`src/hdl/u8cpd_pkg.sv`:
```
// Shared types and constants for the UTF-8 code point decoder.
package u8cpd_pkg;

  localparam int unsigned BYTE_W   = 8;
  localparam int unsigned CP_W     = 21;
  localparam int unsigned COUNT_W  = 3;
  localparam int unsigned PEND_W   = 2;

  localparam int unsigned OUT_DEPTH = 4;
  localparam int unsigned OUT_PTR_W = $clog2(OUT_DEPTH);
  localparam int unsigned OUT_CNT_W = $clog2(OUT_DEPTH + 1);

  localparam logic [CP_W-1:0]   REPLACEMENT_CP = 21'h00FFFD;
  localparam logic [BYTE_W-1:0] ASCII_LIMIT    = 8'h80;
  localparam logic [BYTE_W-1:0] LEAD_MIN       = 8'hC2;
  localparam logic [BYTE_W-1:0] LEAD3_MIN      = 8'hE0;
  localparam logic [BYTE_W-1:0] LEAD4_MIN      = 8'hF0;
  localparam logic [BYTE_W-1:0] LEAD_LIMIT     = 8'hF5;
  localparam logic [BYTE_W-1:0] LEAD_E0        = 8'hE0;
  localparam logic [BYTE_W-1:0] LEAD_ED        = 8'hED;
  localparam logic [BYTE_W-1:0] LEAD_F0        = 8'hF0;
  localparam logic [BYTE_W-1:0] LEAD_F4        = 8'hF4;
  localparam logic [BYTE_W-1:0] CONT_LOW       = 8'h80;
  localparam logic [BYTE_W-1:0] CONT_HIGH      = 8'hBF;
  localparam logic [BYTE_W-1:0] E0_LOW         = 8'hA0;
  localparam logic [BYTE_W-1:0] ED_HIGH        = 8'h9F;
  localparam logic [BYTE_W-1:0] F0_LOW         = 8'h90;
  localparam logic [BYTE_W-1:0] F4_HIGH        = 8'h8F;

  typedef struct packed {
    logic [BYTE_W-1:0] in_byte;
    logic              end_of_string;
  } in_t;

  typedef struct packed {
    logic [CP_W-1:0]    code_point;
    logic [COUNT_W-1:0] byte_count;
    logic               replaced;
    logic               last;
    logic               ends_string;
  } out_t;

endpackage

```
`src/hdl/utf8_codepoint_decoder.sv`:
```
// UTF-8 decoder: one byte in, up to two code point results out, via a result queue.
// Each accepted byte writes its results into the registered result queue.
// Throughput: one byte per cycle while ready; results leave the queue singly.
// Ready is high while at least two result queue places are free (queue depth four).
// Reset (synchronous, rst high) closes any open sequence and empties the result queue.
module utf8_codepoint_decoder (
  input  logic            clk,
  input  logic            rst,
  input  logic            in_valid,
  output logic            in_ready,
  input  u8cpd_pkg::in_t  in_data,
  output logic            out_valid,
  input  logic            out_ready,
  output u8cpd_pkg::out_t out_data
);
  import u8cpd_pkg::*;

  // decoder state
  logic [CP_W-1:0]    partial_value, partial_value_next;
  logic [PEND_W-1:0]  bytes_pending, bytes_pending_next;
  logic [COUNT_W-1:0] bytes_taken, bytes_taken_next;
  logic [BYTE_W-1:0]  second_byte_low, second_byte_low_next;
  logic [BYTE_W-1:0]  second_byte_high, second_byte_high_next;

  // result queue
  out_t                 queue [OUT_DEPTH];
  logic [OUT_PTR_W-1:0] wr_ptr, rd_ptr;
  logic [OUT_CNT_W-1:0] fill, fill_next;

  logic in_fire, out_fire;

  // lead byte decode
  logic [BYTE_W-1:0]  b;
  logic               eos;
  logic               lead_emit;
  out_t               lead_res;
  logic [CP_W-1:0]    lead_partial;
  logic [PEND_W-1:0]  lead_pending;
  logic [COUNT_W-1:0] lead_taken;
  logic [BYTE_W-1:0]  lead_low, lead_high;

  // continuation decode
  logic [CP_W-1:0]   cont_add, cont_sum;
  logic [PEND_W-1:0] pend_dec;
  logic [COUNT_W-1:0] taken_inc;
  logic              in_range;

  out_t       res0, res1;
  logic [1:0] n_res;

  assign b   = in_data.in_byte;
  assign eos = in_data.end_of_string;

  assign in_fire   = in_valid && in_ready;
  assign out_fire  = out_valid && out_ready;
  assign in_ready  = fill <= OUT_CNT_W'(OUT_DEPTH - 2);
  assign out_valid = fill != '0;
  assign out_data  = queue[rd_ptr];

  always_comb begin
    lead_emit    = 1'b0;
    lead_res     = '0;
    lead_partial = '0;
    lead_pending = '0;
    lead_taken   = '0;
    lead_low     = CONT_LOW;
    lead_high    = CONT_HIGH;
    if (b < ASCII_LIMIT) begin
      lead_emit           = 1'b1;
      lead_res.code_point = CP_W'(b);
      lead_res.byte_count = COUNT_W'(1);
    end else if (b < LEAD_MIN || b >= LEAD_LIMIT) begin
      lead_emit           = 1'b1;
      lead_res.code_point = REPLACEMENT_CP;
      lead_res.byte_count = COUNT_W'(1);
      lead_res.replaced   = 1'b1;
    end else if (eos) begin
      // string ends on a lead byte: replace it and stay idle
      lead_emit           = 1'b1;
      lead_res.code_point = REPLACEMENT_CP;
      lead_res.byte_count = COUNT_W'(1);
      lead_res.replaced   = 1'b1;
    end else begin
      lead_taken = COUNT_W'(1);
      if (b < LEAD3_MIN) begin
        lead_pending = PEND_W'(1);
        lead_partial = {10'd0, b[4:0], 6'd0};
      end else if (b < LEAD4_MIN) begin
        lead_pending = PEND_W'(2);
        lead_partial = {5'd0, b[3:0], 12'd0};
        if (b == LEAD_E0) lead_low = E0_LOW;
        if (b == LEAD_ED) lead_high = ED_HIGH;
      end else begin
        lead_pending = PEND_W'(3);
        lead_partial = {b[2:0], 18'd0};
        if (b == LEAD_F0) lead_low = F0_LOW;
        if (b == LEAD_F4) lead_high = F4_HIGH;
      end
    end
  end

  always_comb begin
    // continuation bytes always lie in 80..BF here, so the payload is the low six bits
    case (bytes_pending)
      2'd2:    cont_add = {9'd0, b[5:0], 6'd0};
      2'd3:    cont_add = {3'd0, b[5:0], 12'd0};
      default: cont_add = {15'd0, b[5:0]};
    endcase
    cont_sum  = partial_value + cont_add;
    pend_dec  = bytes_pending - PEND_W'(1);
    taken_inc = bytes_taken + COUNT_W'(1);
    in_range  = b >= second_byte_low && b <= second_byte_high;
  end

  always_comb begin
    res0 = '0;
    res1 = '0;
    n_res = 2'd0;
    partial_value_next    = partial_value;
    bytes_pending_next    = bytes_pending;
    bytes_taken_next      = bytes_taken;
    second_byte_low_next  = second_byte_low;
    second_byte_high_next = second_byte_high;
    if (bytes_pending == '0) begin
      res0  = lead_res;
      n_res = lead_emit ? 2'd1 : 2'd0;
      partial_value_next    = lead_partial;
      bytes_pending_next    = lead_pending;
      bytes_taken_next      = lead_taken;
      second_byte_low_next  = lead_low;
      second_byte_high_next = lead_high;
    end else if (in_range) begin
      partial_value_next    = cont_sum;
      bytes_pending_next    = pend_dec;
      bytes_taken_next      = taken_inc;
      second_byte_low_next  = CONT_LOW;
      second_byte_high_next = CONT_HIGH;
      if (pend_dec == '0 || eos) begin
        n_res           = 2'd1;
        res0.byte_count = taken_inc;
        if (pend_dec == '0) begin
          res0.code_point = cont_sum;
        end else begin
          res0.code_point = REPLACEMENT_CP;
          res0.replaced   = 1'b1;
        end
        partial_value_next = '0;
        bytes_pending_next = '0;
        bytes_taken_next   = '0;
      end
    end else begin
      // broken sequence: replace what came before, then decode this byte afresh
      res0.code_point = REPLACEMENT_CP;
      res0.byte_count = bytes_taken;
      res0.replaced   = 1'b1;
      res1  = lead_res;
      n_res = lead_emit ? 2'd2 : 2'd1;
      partial_value_next    = lead_partial;
      bytes_pending_next    = lead_pending;
      bytes_taken_next      = lead_taken;
      second_byte_low_next  = lead_low;
      second_byte_high_next = lead_high;
    end
    // mark the final result of this byte
    if (n_res == 2'd2) begin
      res1.last        = 1'b1;
      res1.ends_string = eos;
    end else begin
      res0.last        = 1'b1;
      res0.ends_string = eos;
    end
  end

  always_comb begin
    fill_next = fill;
    if (in_fire) fill_next = fill_next + OUT_CNT_W'(n_res);
    if (out_fire) fill_next = fill_next - OUT_CNT_W'(1);
  end

  always_ff @(posedge clk) begin
    if (rst) begin
      partial_value    <= '0;
      bytes_pending    <= '0;
      bytes_taken      <= '0;
      second_byte_low  <= CONT_LOW;
      second_byte_high <= CONT_HIGH;
      wr_ptr           <= '0;
      rd_ptr           <= '0;
      fill             <= '0;
    end else begin
      if (in_fire) begin
        partial_value    <= partial_value_next;
        bytes_pending    <= bytes_pending_next;
        bytes_taken      <= bytes_taken_next;
        second_byte_low  <= second_byte_low_next;
        second_byte_high <= second_byte_high_next;
        wr_ptr           <= wr_ptr + OUT_PTR_W'(n_res);
      end
      if (out_fire) rd_ptr <= rd_ptr + OUT_PTR_W'(1);
      fill <= fill_next;
    end
  end

  // queue payload, no reset
  always_ff @(posedge clk) begin
    if (in_fire) begin
      if (n_res != 2'd0) queue[wr_ptr] <= res0;
      if (n_res == 2'd2) queue[wr_ptr + OUT_PTR_W'(1)] <= res1;
    end
  end

endmodule

```
`config.mk`:
```
export PLATFORM = sky130hd
export DESIGN_NAME = utf8_codepoint_decoder
export DESIGN_NICKNAME = d
export VERILOG_FILES = /design/src/hdl/u8cpd_pkg.sv /design/src/hdl/utf8_codepoint_decoder.sv
export SDC_FILE = /design/constraint.sdc
export NUM_CORES = 1
export LEC_CHECK = 0
export BUFFER_PORTS_ARGS = -buffer_cell sky130_fd_sc_hd__buf_2
export CAP_MARGIN = 20
export CORE_ASPECT_RATIO = 2
export CORE_UTILIZATION = 55
export DETAILED_ROUTE_END_ITERATION = 10
export GPL_TIMING_DRIVEN = 0
export HOLD_SLACK_MARGIN = 0.1
export PLACE_DENSITY = 0.7
export RECOVER_POWER = 25
export SLEW_MARGIN = 20
export SYNTH_ARGS = -nofsm -noshare
export SYNTH_HDL_FRONTEND = slang
export SYNTH_SLANG_ARGS = --single-unit
```
`constraint.sdc`:
```
create_clock -name clk -period 4 [get_ports clk]
set_input_delay 0.2 -clock clk [delete_from_list [all_inputs] [get_ports clk]]
set_output_delay 0.2 -clock clk [all_outputs]
set_load 0.02 [all_outputs]
```
# [Word level (Yosys, flattened, before mapping)]
# Memory sizes are Yosys's and may differ from the RTL's. A register that Yosys moved wholly into a read port is not among the register bits.
# Cells that the tools add are included.
[word_totals] register_bits=49 mem_bits_rw=108 inputBits=13 elab_cells=113 mem_count=1
[classes] add_sub_neg=8 order_cmp=8 eq_ne=7 mux=72 n_reduce_logical=9
[mem_list] name="queue" depth=4 word_bits=27 read_ports=1 rd_clocked_by_memory_dff=1 write_ports=2 line="utf8_codepoint_decoder.sv:26" source="out_t queue [OUT_DEPTH];"
[ops] cell="$mux W21" n=9
[ops] cell="$mux W8" n=14
[ops] cell="$mux W25" n=3
[ops] cell="$mux W27" n=2
[ops] cell="$mux W20" n=2
[ops] cell="$pmux W18 S2" n=1
[ops] cell="$eq A8 B8 Y1 const B" n=4
[ops] cell="$lt A8 B8 Y1 const B" n=4
[ops] cell="$mux W2" n=14
[ops] cell="$mux W24" n=1
[ops] cell="$add A21 B21 Y21" n=1
[ops] cell="$mux W6" n=3
[ops] cell="$mux W1" n=17
[ops] cell="$mux W3" n=5
[ops] cell="$ge A8 B8 Y1" n=1
[ops] cell="$ge A8 B8 Y1 const B" n=1
[ops] cell="$le A8 B8 Y1" n=1
[ops] cell="$eq A2 B2 Y1 const B" n=3
[ops] cell="$mux W5" n=1
[ops] cell="$add A2 B1 Y2 const B" n=2
[ops] cell="$logic_not A2 Y1" n=2
[ops] cell="$add A3 B1 Y3 const B" n=1
[ops] cell="$add A3 B2 Y3" n=1
[ops] cell="$le A3 B2 Y1 const B" n=1
[ops] cell="7 further kinds" n=10

# [Depth between registers and ports, before layout]
[logic_depth] word_depth=11 mapped_depth=18 mapped_depth_nobuf=16

# [Worst setup path after synthesis]
# No wires, ideal clock.
[synth_timing] kind="register -> register" startpoint="register second_byte_low[5]" endpoint="register fill[1]" setup_time_ps=65 arrival_time_ps=3148 slack_ps=786 stages_incl_launch_ff=16 path_buffers=2 period_less_slack_ps=3214 cell_sequence="dfxtp_1 inv_1 ha_1 nor2b_1 a311o_1 and2_1 buf_2 nor3_4 buf_2 inv_1 fa_1 nor2_1 a21oi_1 ha_1 mux2_2 nor2_1"
[synth_between] elab_chain_len=8
[synth_lines] item="start, declared" line="utf8_codepoint_decoder.sv:22" source="logic [BYTE_W-1:0] second_byte_low, second_byte_low_next;"
[synth_lines] item="start signal, assigned" line="utf8_codepoint_decoder.sv:195" source="second_byte_low <= second_byte_low_next;"
[synth_lines] item="$ge A8 B8 Y1 (*)" line="utf8_codepoint_decoder.sv:112" source="in_range = b >= second_byte_low && b <= second_byte_high;"
[synth_lines] item="$logic_and A1 B1 Y1 (*)" line="utf8_codepoint_decoder.sv:112"
[synth_lines] item="$mux W2 (*)" line="utf8_codepoint_decoder.sv:132" source="end else if (in_range) begin"
[synth_lines] item="$mux W2 (*)" line="utf8_codepoint_decoder.sv:124" source="if (bytes_pending == '0) begin"
[synth_lines] item="$add A3 B2 Y3 (*)" line="utf8_codepoint_decoder.sv:176" source="if (in_fire) fill_next = fill_next + OUT_CNT_W'(n_res);"
[synth_lines] item="$mux W3 (*)" line="utf8_codepoint_decoder.sv:176"
[synth_lines] item="$sub A3 B1 Y3" line="utf8_codepoint_decoder.sv:177" source="if (out_fire) fill_next = fill_next - OUT_CNT_W'(1);"
[synth_lines] item="$mux W3 (*)" line="utf8_codepoint_decoder.sv:177"
[synth_lines] item="end signal, assigned" line="utf8_codepoint_decoder.sv:200" source="fill <= fill_next;"
[synth_lines] item="end, declared" line="utf8_codepoint_decoder.sv:28" source="logic [OUT_CNT_W-1:0] fill, fill_next;"
# Every way passes the cells marked *; elsewhere a longest branch is shown, timed or not.
# A chain may end at the register's enable or synchronous reset.

==> out/results.txt <==
status - completed
f_max - 0.2605 GHz
Fin. Hold Viols - 0
core region area - 13970 µm²
clk_lat worst skew - 0.44 ns
DIE AREA - 14930 µm²
critical path type - input port to register
unrepaired setup endpoints after global routing - false
htree depth - 4
final core occ - 0.6456
Non-Filler Instances - 1044
most frequent CP cell - clkbuf_1
Leak - 0.003283 µW
DRT Wirelength - 24140 µm
final worst path period need - 3.839 ns
Syn Inst Count - 779
Initial Utilization - 0.5679
MaxCap Viol Count - 0
Die W - 86.92 µm
post-synthesis register bit count - 147
top cells by area, synth - edfxtp_1 30%, dfxtp_1 17%, mux4_2 7.7%, ha_1 4.7%, o21ai_0 4.5%
pin count of the biggest net entering global routing - 21
Worst setup EP type - register
# DRC - 0
Routed Antenna Nets - 0
EDFF count, synth - 80
HP Class - input port to register
Post-Syn Area - 7931 µm²
syn avg cell area - 10.18 µm²
predominant post-synthesis flop cell - edfxtp_1
Synth async-reset ratio - 0
cell area power density - 578.7 nW/µm²
Max clock buf depth - 2
IO Port Bufs - 40
Max rail drop VDD - 353.7 µV
Fillers - 1149
Row Count - 61
Final Slew Violations - 0
most instantiated cells after synthesis - 80 x edfxtp_1, 72 x o21ai_0, 67 x a21oi_1, 67 x dfxtp_1, 66 x nand2_1
Setup violations, final - 0
Rel. slew slack - 0.2067
hold_ws - 0.1368 ns
area grow syn2layout - 13.69%
Synth area leader - edfxtp_1
multi-input logic area - 3956 µm²
most common cell in the netlist - edfxtp_1
GPL Wtd Cong - 0.9731
global-route wire length before repair - 37010 µm
initial antenna violation count - 0
GR Overflow Total - 0
clock root buffer - clkbuf_16
CTS tree - built
slew of the pin with the lowest slew margin - 1.179 ns
Startpoint Class - input port
First-pass DRT Iterations - 5
Setup Buffers After CTS - 0
GRT Util Overall - 0.3384
FF+latch area - 3744 µm²
Netlist cell types - 56
ANT cells - 0
WL/cell - 23.12 µm
Top delay family on crit path - buffers and inverters
placed insts - 1008
Reg clk slew, reported paths - 0.07 ns
vias in the first global route - 7164
Fin Clk Skew - 0.01327 ns
vias per cell - 6.608
DPL Wire Length - 17510 µm
Worst EP arrival - 3.84 ns
Post-Syn Nets - 824
WP buf/inv - 5
CP cell instances - dlygate4sd3_1, buf_2, clkbuf_1, nand4b_1, o2bb2ai_1, nand3_1, clkbuf_1, and3_1, a21oi_1, inv_1
Worst Path Max Fanout - 20
Crit path required time - 4.00 ns
Placement Cell Area - 8368 µm²
CP max-delay cell - inv_1
Final Cycle Share - 0.9597
total CTS buffers - 17
Slowest Stage Delay on Critical Path - 0.66 ns
Synth top area share - 0.3029
IO Count - 42
layout cell share with drive strength beyond 1 - 0.1310
Die Y - 171.8 µm
Initial DRC Count - 602
register area share after synthesis - 0.4720
Tot Pwr - 5218 µW
fin area - 9017 µm²
Final #Nets - 887
clk sinks - 147
Warnings, synthesis - 0
Via Count - 6899
==> state kept, by name, indices dropped and copies added, names as in the netlist, named ones only <==
signal	cells
partial_value	21
queue	108
fill	3
rd_ptr	2
bytes_pending	2
second_byte_high	2
bytes_taken	3
wr_ptr	2
second_byte_low	2
==> cell type report <==
class | instances | area share
Buffer | 49 | 0.02178
Clock buffer | 17 | 0.04718
Clock inverter | 15 | 0.01776
Inverter | 21 | 0.009158
Multi-Input combinational cell | 562 | 0.4387
Sequential cell | 147 | 0.4152
Tap cell | 189 | 0.02622
Timing Repair Buffer | 43 | 0.02317
Timing Repair inverter | 1 | 0.0008325
==> cell usage in the layout, fill, tap and decap left out, types with 4 or more instances in the layout <==
master,count
a21o_1,7
nand3_1,18
a32o_1,8
a22oi_1,7
nor4_1,4
dfxtp_1,67
a22o_1,8
nand2_1,66
xor2_1,7
inv_8,4
buf_2,36
nor2_1,56
o21ai_0,73
inv_6,5
ha_1,30
xnor2_1,15
a211oi_1,6
and2_1,19
nand2b_1,5
or3_1,6
a21oi_1,65
mux4_2,27
o211ai_1,5
clkbuf_1,50
o31ai_1,5
nor3_1,11
and2_0,6
edfxtp_1,80
nand4_1,5
a222oi_1,5
a31oi_1,5
and3_1,12
inv_1,20
clkbuf_16,17
o22ai_1,30
clkinvlp_4,5
==> power by group <==
group          internal [µW]  switching (µW)
registers               1860            76.4
logic                    570            1120
clock network            834             760
total                   3260            1960
==> final timing paths <==
check                startpoint            endpoint  slack [ns]  cells past startpoint
max                  in_data[1]         queue[1][7]        0.16                     10
min                         rst   partial_value[20]        0.14                      3
max reg2reg    bytes_pending[0]        queue[0][20]        0.21                     13
min reg2reg  second_byte_low[5]  second_byte_low[5]        0.47                      2
==> per-layer routing <==
metal,vias to the layer above,wire length [µm],track usage
met1,3302,8235,0.3423
met4,0,1683,0.2529
li1,3092,-,-
met5,-,0,0
met3,114,1335,0.05710
met2,391,12890,0.6070
==> stage by stage <==
step | worst slack [ns] | TNS [ns]
2_1_floorplan | 0.7865 | 0
3_3_place_gp | -0.2231 | -1.759
3_5_place_dp | -0.2322 | -2.366
4_1_cts | 0.04613 | 0
5_1_grt | 0.02109 | 0
6_report | 0.1612 | 0
==> timing repair <==
action	4_1_cts	5_1_grt
endpoints found under the setup margin	17	32
gates cloned	0	1
resized for setup	2	7
endpoints found under the hold margin	2	0
hold buffers	2	0
==> logic make-up after synthesis <==
kind of cell,Yosys count,synth area share
buffers and inverters,70,0.03486
and+or+nand+nor,230,0.1428
DFF,147,0.4720
adders and majority gates,32,0.05237
muxes,31,0.08187
xor gates and xnor gates,22,0.02429
AOI/OAI and AO/OA,247,0.1918
==> worst min-delay path, stage by stage <==
cell,delay [ns]
buf_2,0.13
a21oi_1,0.11
or3_1,0.11
(Power assumes the default switching activity.)
